===== src/hdl/tre_pkg.sv =====
// ----------------------------------------------------------------------------
// tre_pkg
// Shared beat types and command codes for the run-length pixel encoder.
// ----------------------------------------------------------------------------
package tre_pkg;

    localparam int PIX_W = 24;
    localparam int HDR_W = 8;
    localparam int CNT_W = 3;

    // Command codes carried by an input beat
    localparam logic [1:0] CMD_PIXEL  = 2'd0;
    localparam logic [1:0] CMD_RESET  = 2'd1;
    localparam logic [1:0] CMD_FLUSH  = 2'd2;
    localparam logic [1:0] CMD_UNUSED = 2'd3;

    localparam logic [HDR_W-1:0] HDR_NONE = 8'h00;
    localparam logic             RUN_FLAG = 1'b1;
    localparam logic             RAW_FLAG = 1'b0;

    typedef struct packed {
        logic [1:0]       cmd;
        logic [PIX_W-1:0] pixel_value;
    } in_beat_t;

    typedef struct packed {
        logic             has_header;
        logic [HDR_W-1:0] header_byte;
        logic [CNT_W-1:0] pixel_count;
        logic [PIX_W-1:0] pixel_a;
        logic [PIX_W-1:0] pixel_b;
        logic [PIX_W-1:0] pixel_c;
        logic [PIX_W-1:0] pixel_d;
        logic             last_word;
    } out_beat_t;

    // One-hot sequencer states
    typedef enum logic [3:0] {
        S_IDLE = 4'b0001,
        S_READ = 4'b0010,
        S_PUSH = 4'b0100,
        S_RUN  = 4'b1000
    } tre_state_t;

endpackage


===== src/hdl/tre_ram.sv =====
// ----------------------------------------------------------------------------
// tre_ram
// Generic simple dual-port RAM, one write port, one registered read port.
// ----------------------------------------------------------------------------
module tre_ram #(
    parameter int WIDTH = 24,
    parameter int DEPTH = 128,
    localparam int ADDR_W = (DEPTH > 1) ? $clog2(DEPTH) : 1
) (
    input  logic              clk,
    input  logic              wr_en,
    input  logic [ADDR_W-1:0] wr_addr,
    input  logic [WIDTH-1:0]  wr_data,
    input  logic              rd_en,
    input  logic [ADDR_W-1:0] rd_addr,
    output logic [WIDTH-1:0]  rd_data
);

    logic [WIDTH-1:0] mem [DEPTH];

    always_ff @(posedge clk)
    begin
        if (wr_en)
        begin
            mem[wr_addr] <= wr_data;
        end
        if (rd_en)
        begin
            rd_data <= mem[rd_addr];
        end
    end

endmodule


===== src/hdl/tre_out_stage.sv =====
// ----------------------------------------------------------------------------
// tre_out_stage
// Output holding register; frees itself when the downstream takes the beat.
// ----------------------------------------------------------------------------
module tre_out_stage
    import tre_pkg::*;
(
    input  logic      clk,
    input  logic      rst_n,
    input  logic      load,
    input  out_beat_t word,
    output logic      free,
    output logic      out_valid,
    input  logic      out_ready,
    output out_beat_t out_data
);

    logic      valid_reg;
    out_beat_t data_reg;

    assign free      = !valid_reg || out_ready;
    assign out_valid = valid_reg;
    assign out_data  = data_reg;

    always_ff @(posedge clk or negedge rst_n)
    begin
        if (!rst_n)
        begin
            valid_reg <= 1'b0;
        end
        else if (load)
        begin
            valid_reg <= 1'b1;
        end
        else if (out_ready)
        begin
            valid_reg <= 1'b0;
        end
    end

    always_ff @(posedge clk)
    begin
        if (load)
        begin
            data_reg <= word;
        end
    end

endmodule


===== src/hdl/tga_rle_pixel_encoder_core.sv =====
// ----------------------------------------------------------------------------
// tga_rle_pixel_encoder_core
// 24-bit run-length pixel encoder producing header/pixel packet beats.
// ----------------------------------------------------------------------------
// Pixels and commands arrive one beat at a time; in RLE mode the block keeps
// the current run (pixel and count) in registers and parks lone pixels in a
// LITERAL_DEPTH-entry literal RAM. A pixel that extends a run or sends the
// prior lone pixel to the RAM is taken in the idle state; the next beat is
// taken right after. A pixel that breaks a longer run (or finds the literal
// RAM full), and a flush, emit the pending packets: each raw word of up to
// four pixels reads them one at a time over the single read port of the
// literal RAM and is then pushed; the run word follows. No input is taken
// while packets are being emitted. Raw mode sends each pixel as a one-pixel
// word. Output beats sit in a holding register, so the input side keeps going
// while a beat waits for out_ready, until another beat has to be loaded.
// Reset, unused commands and a flush in raw mode emit nothing; cfg_data
// (output mode) is always accepted and must only change while idle.
// ----------------------------------------------------------------------------
module tga_rle_pixel_encoder_core
    import tre_pkg::*;
#(
    parameter int MAX_RUN       = 128,
    parameter int LITERAL_DEPTH = 128
) (
    input  logic      clk,
    input  logic      rst_n,
    // configuration: output_mode
    input  logic      cfg_valid,
    output logic      cfg_ready,
    input  logic      cfg_data,
    // input beats
    input  logic      in_valid,
    output logic      in_ready,
    input  in_beat_t  in_data,
    // output beats
    output logic      out_valid,
    input  logic      out_ready,
    output out_beat_t out_data
);

    // fill counter holds 0..LITERAL_DEPTH, run counter 0..MAX_RUN
    localparam int FW = $clog2(LITERAL_DEPTH + 1);
    localparam int AW = $clog2(LITERAL_DEPTH);
    localparam int RW = $clog2(MAX_RUN + 1);
    localparam int CW = FW + 3;

    tre_state_t       state_reg, state_next;
    logic             mode_reg;
    logic [PIX_W-1:0] held_reg, held_next;
    logic [RW-1:0]    run_reg, run_next;
    logic [FW-1:0]    fill_reg, fill_next;

    // emission bookkeeping
    logic [FW-1:0]    emit_fill_reg, emit_fill_next;
    logic             run_pend_reg, run_pend_next;
    out_beat_t        pend_word_reg, pend_word_next;
    logic [FW-1:0]    word_pos_reg, word_pos_next;
    logic [2:0]       slot_issue_reg, slot_issue_next;
    logic             cap_valid_reg, cap_valid_next;
    logic [1:0]       cap_slot_reg, cap_slot_next;
    logic [PIX_W-1:0] pix_slot_reg [4];

    // literal RAM port signals
    logic             ram_we;
    logic [AW-1:0]    ram_wa;
    logic             ram_re;
    logic [AW-1:0]    ram_ra;
    logic [PIX_W-1:0] ram_rdata;

    // output stage
    logic             out_load;
    out_beat_t        out_word;
    logic             out_free;

    // word shaping
    logic [FW-1:0]    remain;
    logic [2:0]       word_n;
    logic             more_words;
    logic [FW-1:0]    fill_m1;
    logic [RW-1:0]    run_m1;
    out_beat_t        lit_word;
    out_beat_t        run_word;
    out_beat_t        raw_word;
    logic             do_emit;

    assign cfg_ready = 1'b1;
    assign in_ready  = (state_reg == S_IDLE);

    // pixels left in the literal packet from the current word on
    assign remain     = emit_fill_reg - word_pos_reg;
    assign word_n     = (CW'(remain) > CW'(4)) ? 3'd4 : 3'(remain);
    assign more_words = CW'(remain) > CW'(word_n);
    assign ram_ra     = AW'(word_pos_reg + FW'(slot_issue_reg));

    assign fill_m1 = emit_fill_reg - FW'(1);
    assign run_m1  = run_reg - RW'(1);

    always_comb
    begin
        lit_word.has_header  = (word_pos_reg == '0);
        lit_word.header_byte = (word_pos_reg == '0) ? {RAW_FLAG, 7'(fill_m1)} : HDR_NONE;
        lit_word.pixel_count = word_n;
        lit_word.pixel_a     = (word_n > 3'd0) ? pix_slot_reg[0] : '0;
        lit_word.pixel_b     = (word_n > 3'd1) ? pix_slot_reg[1] : '0;
        lit_word.pixel_c     = (word_n > 3'd2) ? pix_slot_reg[2] : '0;
        lit_word.pixel_d     = (word_n > 3'd3) ? pix_slot_reg[3] : '0;
        lit_word.last_word   = !more_words && !run_pend_reg;

        // run packet built from the run being closed
        run_word.has_header  = 1'b1;
        run_word.header_byte = {RUN_FLAG, 7'(run_m1)};
        run_word.pixel_count = 3'd1;
        run_word.pixel_a     = held_reg;
        run_word.pixel_b     = '0;
        run_word.pixel_c     = '0;
        run_word.pixel_d     = '0;
        run_word.last_word   = 1'b1;

        raw_word.has_header  = 1'b0;
        raw_word.header_byte = HDR_NONE;
        raw_word.pixel_count = 3'd1;
        raw_word.pixel_a     = in_data.pixel_value;
        raw_word.pixel_b     = '0;
        raw_word.pixel_c     = '0;
        raw_word.pixel_d     = '0;
        raw_word.last_word   = 1'b1;
    end

    always_comb
    begin
        state_next      = state_reg;
        held_next       = held_reg;
        run_next        = run_reg;
        fill_next       = fill_reg;
        emit_fill_next  = emit_fill_reg;
        run_pend_next   = run_pend_reg;
        pend_word_next  = pend_word_reg;
        word_pos_next   = word_pos_reg;
        slot_issue_next = slot_issue_reg;
        cap_valid_next  = 1'b0;
        cap_slot_next   = cap_slot_reg;
        ram_we          = 1'b0;
        ram_wa          = AW'(fill_reg);
        ram_re          = 1'b0;
        out_load        = 1'b0;
        out_word        = lit_word;
        do_emit         = 1'b0;

        case (state_reg)
            S_IDLE:
            begin
                if (in_valid)
                begin
                    case (in_data.cmd)
                        CMD_RESET:
                        begin
                            held_next = '0;
                            run_next  = '0;
                            fill_next = '0;
                        end
                        CMD_FLUSH:
                        begin
                            if (!mode_reg)
                            begin
                                do_emit  = 1'b1;
                                run_next = '0;
                            end
                        end
                        CMD_PIXEL:
                        begin
                            if (mode_reg)
                            begin
                                pend_word_next = raw_word;
                                state_next     = S_RUN;
                            end
                            else if (run_reg != '0 && held_reg == in_data.pixel_value
                                     && run_reg < RW'(MAX_RUN))
                            begin
                                run_next = run_reg + RW'(1);
                            end
                            else
                            begin
                                held_next = in_data.pixel_value;
                                run_next  = RW'(1);
                                if (run_reg == RW'(1) && fill_reg < FW'(LITERAL_DEPTH))
                                begin
                                    // lone pixel: park it
                                    ram_we    = 1'b1;
                                    fill_next = fill_reg + FW'(1);
                                end
                                else if (run_reg != '0)
                                begin
                                    do_emit = 1'b1;
                                end
                            end
                        end
                        CMD_UNUSED:
                        begin
                        end
                        default:
                        begin
                        end
                    endcase

                    if (do_emit)
                    begin
                        emit_fill_next  = fill_reg;
                        run_pend_next   = (run_reg != '0);
                        pend_word_next  = run_word;
                        fill_next       = '0;
                        word_pos_next   = '0;
                        slot_issue_next = '0;
                        if (fill_reg != '0)
                        begin
                            state_next = S_READ;
                        end
                        else if (run_reg != '0)
                        begin
                            state_next = S_RUN;
                        end
                    end
                end
            end
            S_READ:
            begin
                // one literal read per cycle; RAM read data is registered
                if (slot_issue_reg < word_n)
                begin
                    ram_re          = 1'b1;
                    cap_valid_next  = 1'b1;
                    cap_slot_next   = slot_issue_reg[1:0];
                    slot_issue_next = slot_issue_reg + 3'd1;
                end
                else
                begin
                    state_next = S_PUSH;
                end
            end
            S_PUSH:
            begin
                if (out_free)
                begin
                    out_load        = 1'b1;
                    out_word        = lit_word;
                    word_pos_next   = word_pos_reg + FW'(word_n);
                    slot_issue_next = '0;
                    if (more_words)
                    begin
                        state_next = S_READ;
                    end
                    else if (run_pend_reg)
                    begin
                        state_next = S_RUN;
                    end
                    else
                    begin
                        state_next = S_IDLE;
                    end
                end
            end
            S_RUN:
            begin
                if (out_free)
                begin
                    out_load   = 1'b1;
                    out_word   = pend_word_reg;
                    state_next = S_IDLE;
                end
            end
            default:
            begin
                state_next = S_IDLE;
            end
        endcase
    end

    always_ff @(posedge clk or negedge rst_n)
    begin
        if (!rst_n)
        begin
            state_reg      <= S_IDLE;
            mode_reg       <= 1'b0;
            held_reg       <= '0;
            run_reg        <= '0;
            fill_reg       <= '0;
            emit_fill_reg  <= '0;
            run_pend_reg   <= 1'b0;
            word_pos_reg   <= '0;
            slot_issue_reg <= '0;
            cap_valid_reg  <= 1'b0;
            cap_slot_reg   <= '0;
        end
        else
        begin
            state_reg      <= state_next;
            held_reg       <= held_next;
            run_reg        <= run_next;
            fill_reg       <= fill_next;
            emit_fill_reg  <= emit_fill_next;
            run_pend_reg   <= run_pend_next;
            word_pos_reg   <= word_pos_next;
            slot_issue_reg <= slot_issue_next;
            cap_valid_reg  <= cap_valid_next;
            cap_slot_reg   <= cap_slot_next;
            if (cfg_valid)
            begin
                mode_reg <= cfg_data;
            end
        end
    end

    // payload registers
    always_ff @(posedge clk)
    begin
        pend_word_reg <= pend_word_next;
        if (cap_valid_reg)
        begin
            pix_slot_reg[cap_slot_reg] <= ram_rdata;
        end
    end

    tre_ram #(
        .WIDTH (PIX_W),
        .DEPTH (LITERAL_DEPTH)
    ) u_literal_ram (
        .clk     (clk),
        .wr_en   (ram_we),
        .wr_addr (ram_wa),
        .wr_data (held_reg),
        .rd_en   (ram_re),
        .rd_addr (ram_ra),
        .rd_data (ram_rdata)
    );

    tre_out_stage u_out_stage (
        .clk       (clk),
        .rst_n     (rst_n),
        .load      (out_load),
        .word      (out_word),
        .free      (out_free),
        .out_valid (out_valid),
        .out_ready (out_ready),
        .out_data  (out_data)
    );

endmodule


===== config.mk =====
export PLATFORM = sky130hd
export DESIGN_NAME = tga_rle_pixel_encoder_core
export DESIGN_NICKNAME = d
export VERILOG_FILES = /design/src/hdl/tre_pkg.sv /design/src/hdl/tre_ram.sv /design/src/hdl/tre_out_stage.sv /design/src/hdl/tga_rle_pixel_encoder_core.sv
export SDC_FILE = /design/constraint.sdc
export NUM_CORES = 2
export LEC_CHECK = 0
export ABC_CLOCK_PERIOD_IN_PS = 6150
export BUFFER_PORTS_ARGS = -buffer_cell sky130_fd_sc_hd__buf_2
export CELL_PAD_IN_SITES_DETAIL_PLACEMENT = 0
export CELL_PAD_IN_SITES_GLOBAL_PLACEMENT = 1
export CORE_ASPECT_RATIO = 0.7
export CORE_MARGIN = 3
export CORE_UTILIZATION = 45
export DETAILED_ROUTE_END_ITERATION = 16
export PLACE_DENSITY_LB_ADDON = 0.1
export SETUP_SLACK_MARGIN = 0.05
export SYNTH_ARGS = -nofsm -noshare
export SYNTH_HDL_FRONTEND = slang
export SYNTH_SLANG_ARGS = --single-unit

===== constraint.sdc =====
create_clock -name clk -period 6.15 [get_ports clk]
set_input_delay 0.3075 -clock clk [delete_from_list [all_inputs] [get_ports clk]]
set_output_delay 0.3075 -clock clk [all_outputs]
set_load 0.02 [all_outputs]

## Word level (Yosys, flattened, before mapping)

Memory sizes are Yosys's and may differ from the RTL's. A register that Yosys moved wholly into a read port is not among the register bits.
Cells that the tools add are included.

- Bits in registers: 287
- Memory bits (writable): 3168
- Output and inout port bits: 112
- Memories: 2

Memory list:

| name | words | width | read ports | clocked after Yosys merged registers in | wr ports | line | RTL |
|---|---|---|---|---|---|---|---|
| u_literal_ram.mem | 128 | 24 | 1 | 1 | 1 | tre_ram.sv:19 | `logic [WIDTH-1:0] mem [DEPTH];` |
| pix_slot_reg | 4 | 24 | 4 | 0 | 1 | tga_rle_pixel_encoder_core.sv:61 | `logic [PIX_W-1:0] pix_slot_reg [4];` |

- $add $sub $neg: 8
- Magnitude comparators: 9
- Eq/ne operators: 20
- Muxes and demuxes: 68
- Reductions and logical operators: 30

Operator list:

| cell | number |
|---|---|
| $mux 109 | 4 |
| $mux 24 | 6 |
| $mux 107 | 1 |
| $mux 8 | 10 |
| $pmux 24 s2 | 1 |
| $mux 4 | 11 |
| $pmux 8 s2 | 2 |
| $eq 24x24->1 | 1 |
| $pmux 8 s3 | 1 |
| $mux 1 | 23 |
| $add 8x1->8 const B | 2 |
| $lt 8x8->1 const B | 2 |
| $ne 2x2->1 const B | 8 |
| $pmux 4 s4 | 1 |
| $reduce_bool 8->1 | 2 |
| $mux 3 | 5 |
| $reduce_and 5->1 | 3 |
| $sub 7x1->7 const B | 2 |
| $reduce_and 4->1 | 3 |
| $reduce_bool 2->1 | 5 |
| $ne 3x3->1 const B | 3 |
| $pmux 3 s3 | 1 |
| $reduce_bool 3->1 | 3 |
| $add 8x3->8 | 1 |
| 27 further kinds | 34 |

## Depth between registers and ports, before layout

- Word-level depth: 11
- Gate-level depth with buffers: 17
- Gate-level depth less buffers: 17

## Hierarchy

From an unflattened synthesis, not the netlist that was laid out.

- Cells, all modules: 5443
- Area total of the unflattened synthesis: 130431.3 sq um

Modules (own cells, without submodules):

| module | instances | cells each | area an instance (sq um) | seq. area each (sq um) |
|---|---|---|---|---|
| tre_ram | 1 | 4538 | 117621.6 | 92969.2 |
| tga_rle_pixel_encoder_core | 1 | 793 | 9489.1 | 5546.6 |
| tre_out_stage | 1 | 112 | 3320.7 | 3298.2 |

## Least setup slack after synthesis

No wires, ideal clock.

- Kind: register -> register
- From: register state_reg[3]
- To: register u_out_stage.data_reg (netlist bit u_out_stage.out_data[0]) (enable)
- Setup time: 578 ps
- Data arrival time: 5431 ps
- Slack: 141 ps
- Stages on the path, launching flop included: 4
- Clock period less this slack: 6009 ps
- Path through: dfrtp_1 > xnor2_1 > or3_1 > nor2_1

- Word-level cells in the longest chain between the ends: 3
- Elaborated cells on any way between the ends: 4
- Those cells by class: 2 x eq/ne; 1 x mux; 1 x reduce/logical

RTL lines:

| item | line | RTL |
|---|---|---|
| from (decl) | tga_rle_pixel_encoder_core.sv:47 | `tre_state_t state_reg, state_next;` |
| from (signal assigned) | tga_rle_pixel_encoder_core.sv:295 | `state_reg <= state_next;` |
| $eq 4x4->1 or $eq 4x3->1 (tied branches) | tga_rle_pixel_encoder_core.sv:149 | `case (state_reg)` |
| $reduce_or 2->1 (no line) (*) | n/a |  |
| $mux 1 (*) | n/a |  |
| via out_load | tga_rle_pixel_encoder_core.sv:71 | `logic out_load;` |
| to (signal assigned) | tre_out_stage.sv:45 | `data_reg <= word;` |
| to (decl) | tre_out_stage.sv:19 | `out_beat_t data_reg;` |

Mark *: on every way through the listed nets, which the timed path passes. The rest lies on a longest branch.
A chain may end at the register's enable or synchronous reset.

## Final worst setup path

- From: register word_pos_reg[0]
- To: register u_literal_ram.rd_data[14], read port of u_literal_ram.mem (data pin)

- Word-level cells in the longest chain between the ends: 6
- Elaborated cells on any way between the ends: 7
- Those cells by class: 2 x add/sub; 2 x order compare; 3 x mux

RTL lines:

| item | line | RTL |
|---|---|---|
| from (decl) | tga_rle_pixel_encoder_core.sv:57 | `logic [FW-1:0] word_pos_reg, word_pos_next;` |
| from (signal assigned) | tga_rle_pixel_encoder_core.sv:301 | `word_pos_reg <= word_pos_next;` |
| $sub 8x8->8 | tga_rle_pixel_encoder_core.sv:90 | `assign remain = emit_fill_reg - word_pos_reg;` |
| $gt 8x3->1 | tga_rle_pixel_encoder_core.sv:91 | `assign word_n = (CW'(remain) > CW'(4)) ? 3'd4 : 3'(remain);` |
| $mux 3 | tga_rle_pixel_encoder_core.sv:91 |  |
| $lt 3x3->1 | tga_rle_pixel_encoder_core.sv:227 | `if (slot_issue_reg < word_n)` |
| $mux 1 | tga_rle_pixel_encoder_core.sv:227 |  |
| $mux 1 | tga_rle_pixel_encoder_core.sv:149 |  |
| to (decl) | tre_ram.sv:16 | `output logic [WIDTH-1:0] rd_data` |

Parallel ways exist; a longest one is shown, timed or not.

==> run metrics <==
initial antenna violation count 27; vias per cell 6.13; highest fanout seen on the critical path 35; combinational share of power 26.0%; Vias 61,400; drt drc 0; Worst-Margin Slew 1.27 ns; Final Wtd Congestion 0.795; DP Wirelength 203,000 um; fmax 196 MHz; clock root cell clkbuf_16; total negative slack 0 ns; Startpoint Class register; WP buf/inv 2; Row Count 164; vias in the first global route 61,000; RSZ-0062 raised after global routing no; final instance area 148,000 um^2; FF-to-FF Start word_pos_reg[0]; CTS tree yes; Final Power 65.1 mW; Sw Share 28.5%; Starting Density 45.5%; worst hold slack 0.163 ns; final hold violations 0; fraction of layout cells with a size suffix above 1 31.8%; #FFs+latches synth 3,402; clock skew 0.0556 ns; post-synthesis async set-or-reset flop share 2.03%; area added between synthesis and finish 13.8%; DRT antenna net count 0; Cells after DPL 9,401; Synth Instances 5,517; most common cell after layout, fill and taps aside edfxtp_1; Worst Setup End Kind register; Synthesized Nets 5,574; Die Footprint 296,000 um^2; outcome completed; Top FF cell, synth edfxtp_1; synthesized area per cell 23.6 um^2; global-route wire length before repair 497,000 um; core area 287,000 um^2; Clock Tree Buf Depth 4; Synth warnings 0; P_leak 45.8 nW; Sequential cell area 102,000 um^2; Final Setup Violations 0; die width 649 um; most frequent cells in the layout edfxtp_1 (3,333), mux4_2 (960), clkbuf_16 (345); Crit path largest cell delay 1.15 ns; Clock power frac 30.2%; number of flip-flops in the largest register 3,072; GRT Resource Usage Total 23.9%; hold_sp in_data[25]; grt total ovfl 0; Max-Cap Viols 0; H-tree Lvls 5; cell chain of the critical path buf_4, ha_4, fa_4, buf_4, mux4_2, mux4_2, mux2i_1, a32o_1, a221oi_1; crit path DAT 5.68 ns; clk sinks 3,402; Synth area leaders edfxtp_1 (77%), mux4_2 (17%), dfrtp_1 (1.3%), mux2i_1 (0.57%), nor2_1 (0.51%); sequential share of power 43.8%; Netlist cell types 68; post-synth top area cell edfxtp_1; Cell Count, Final, Fillers Out 10,000; # nets final 6,005; final period utilization 82.8%; crit path time final 5.10 ns; NetSw 18.5 mW; Worst-Skew Late Latency 0.89 ns; first drt pass iteration count 5; Largest delay share family, worst path multiplexers; CP max-delay cell fa_4; crit path kind register to register; peak supply drop 0.504 mV; Netlist Area Pre-Place 130,000 um^2; Buffers on Ports 142; CTS Buf Count 331; final-report max-slew violation count 0; internal power 46.5 mW; Routed Wire Length 354,000 um; worst min-delay path class primary input to register; Slew HR 15.1%; crit path from word_pos_reg[0]; top cell type's share of synthesized area 76.8%; Seq/Total Area, Yosys 78.1%; IO Count 144; Routed wire per std cell 35.4 um; pin count of the biggest net entering global routing 93; multi-input logic area 28,400 um^2; initial DRC count 8,215; die height 456 um; Area after DPL 138,000 um^2; filler instances 22,400; EDFF count, synth 3,333; pwr dens 439 nW/um^2; Clk pin slew, worst setup/hold paths 0.06 ns; WP data required 6.74 ns
==> tightest hold or removal path: stages <==
cell and delay (ns):
buf_2 0.15, nor2_1 0.17, nand2_1 0.24, o31ai_1 0.11
==> what timing repair did <==
action                    CTS  global route
setup buffers               0             0
hold buffers               32             0
gates resized for setup     0             0
hold endpoints to repair  123             0
==> per-layer routing <==
layer	track usage (%)	share of wire (%)	vias up
met2	34.0	44	2577
met4	4.59	1.8	0
met3	4.51	8.3	386
li1	-	-	24500
met5	0	0	-
met1	38.6	46	33900
==> power groups by stage <==
stage               Sequential (mW)  Combinational, mW  Clock, mW
floorplan                      29.2               11.3          0
CTS                            28.5               17.2       20.1
global route                   28.6               18.1       21.0
finish                         28.5               16.9       19.7
detailed placement             29.0               17.2          0
global placement               29.0               17.1          0
==> Yosys cell counts, drive strengths merged (3+ instances only) <==
cell and number:
a21oi 12, a221oi 27, a22o 49, a31oi 4, a32o 25, and2 28
and3 54, buf 118, clkbuf 168, dfrtp 68, edfxtp 3333, fa 3
ha 22, inv 24, mux2 33, mux2i 74, mux4 960, nand2 99
nand2b 10, nand3 22, nand4 9, nor2 177, nor2b 11, nor3 13
nor3b 4, nor4 11, nor4b 5, o211ai 4, o21a 5, o21ai 39
o31ai 9, or2 3, or3 9, or4 4, xnor2 19, xor2 33
==> cell families (layout without fill, tap and decap cells) <==
| group | Yosys count | after routing | synth area share [%] |
|---|---|---|---|
| adders and majority gates | 25 | 25 | 0.257 |
| xor gates and xnor gates | 52 | 52 | 0.349 |
| other | 1 | 7 | 0.00288 |
| muxes | 1067 | 1067 | 17.4 |
| DFF | 3402 | 3402 | 78.1 |
| and+or+nand+nor | 466 | 466 | 1.72 |
| AOI/OAI and AO/OA | 194 | 194 | 1.16 |
| buffers and inverters | 310 | 988 | 0.982 |
==> through the flow <==
step / util [%] / worst slack [ns]
after global placement: 48.0 / 1.16
final: 51.7 / 1.05
after floorplan: - / 0.141
after detailed placement: 48.0 / 1.12
after global routing: 51.7 / 0.950
after CTS: 51.7 / 1.13
==> layout make-up <==
| cell class | count | share of cell area (%) |
|---|---|---|
| Sequential cell | 3402 | 68.7 |
| Clock buffer | 415 | 6.01 |
| Multi-Input combinational cell | 1805 | 19.1 |
| Clock inverter | 165 | 0.887 |
| Tap cell | 3818 | 3.22 |
| Timing Repair Buffer | 384 | 1.99 |
| Inverter | 24 | 0.0607 |
| Antenna cell | 6 | 0.0101 |
==> final timing paths <==
kind / to / slack [ns] / cells past startpoint
worst max-delay path: u_literal_ram.rd_data[14] / 1.05 / 9
worst min-delay path: run_reg[7] / 0.16 / 4
worst max register to register: u_literal_ram.rd_data[14] / 1.05 / 9
worst min register to register: u_out_stage.out_data[48] / 0.52 / 1
max in group asynchronous: held_reg[9] / 5.12 / 3
min in group asynchronous: word_pos_reg[0] / 0.24 / 3
No activity file was read; power rests on OpenSTA's default activity.
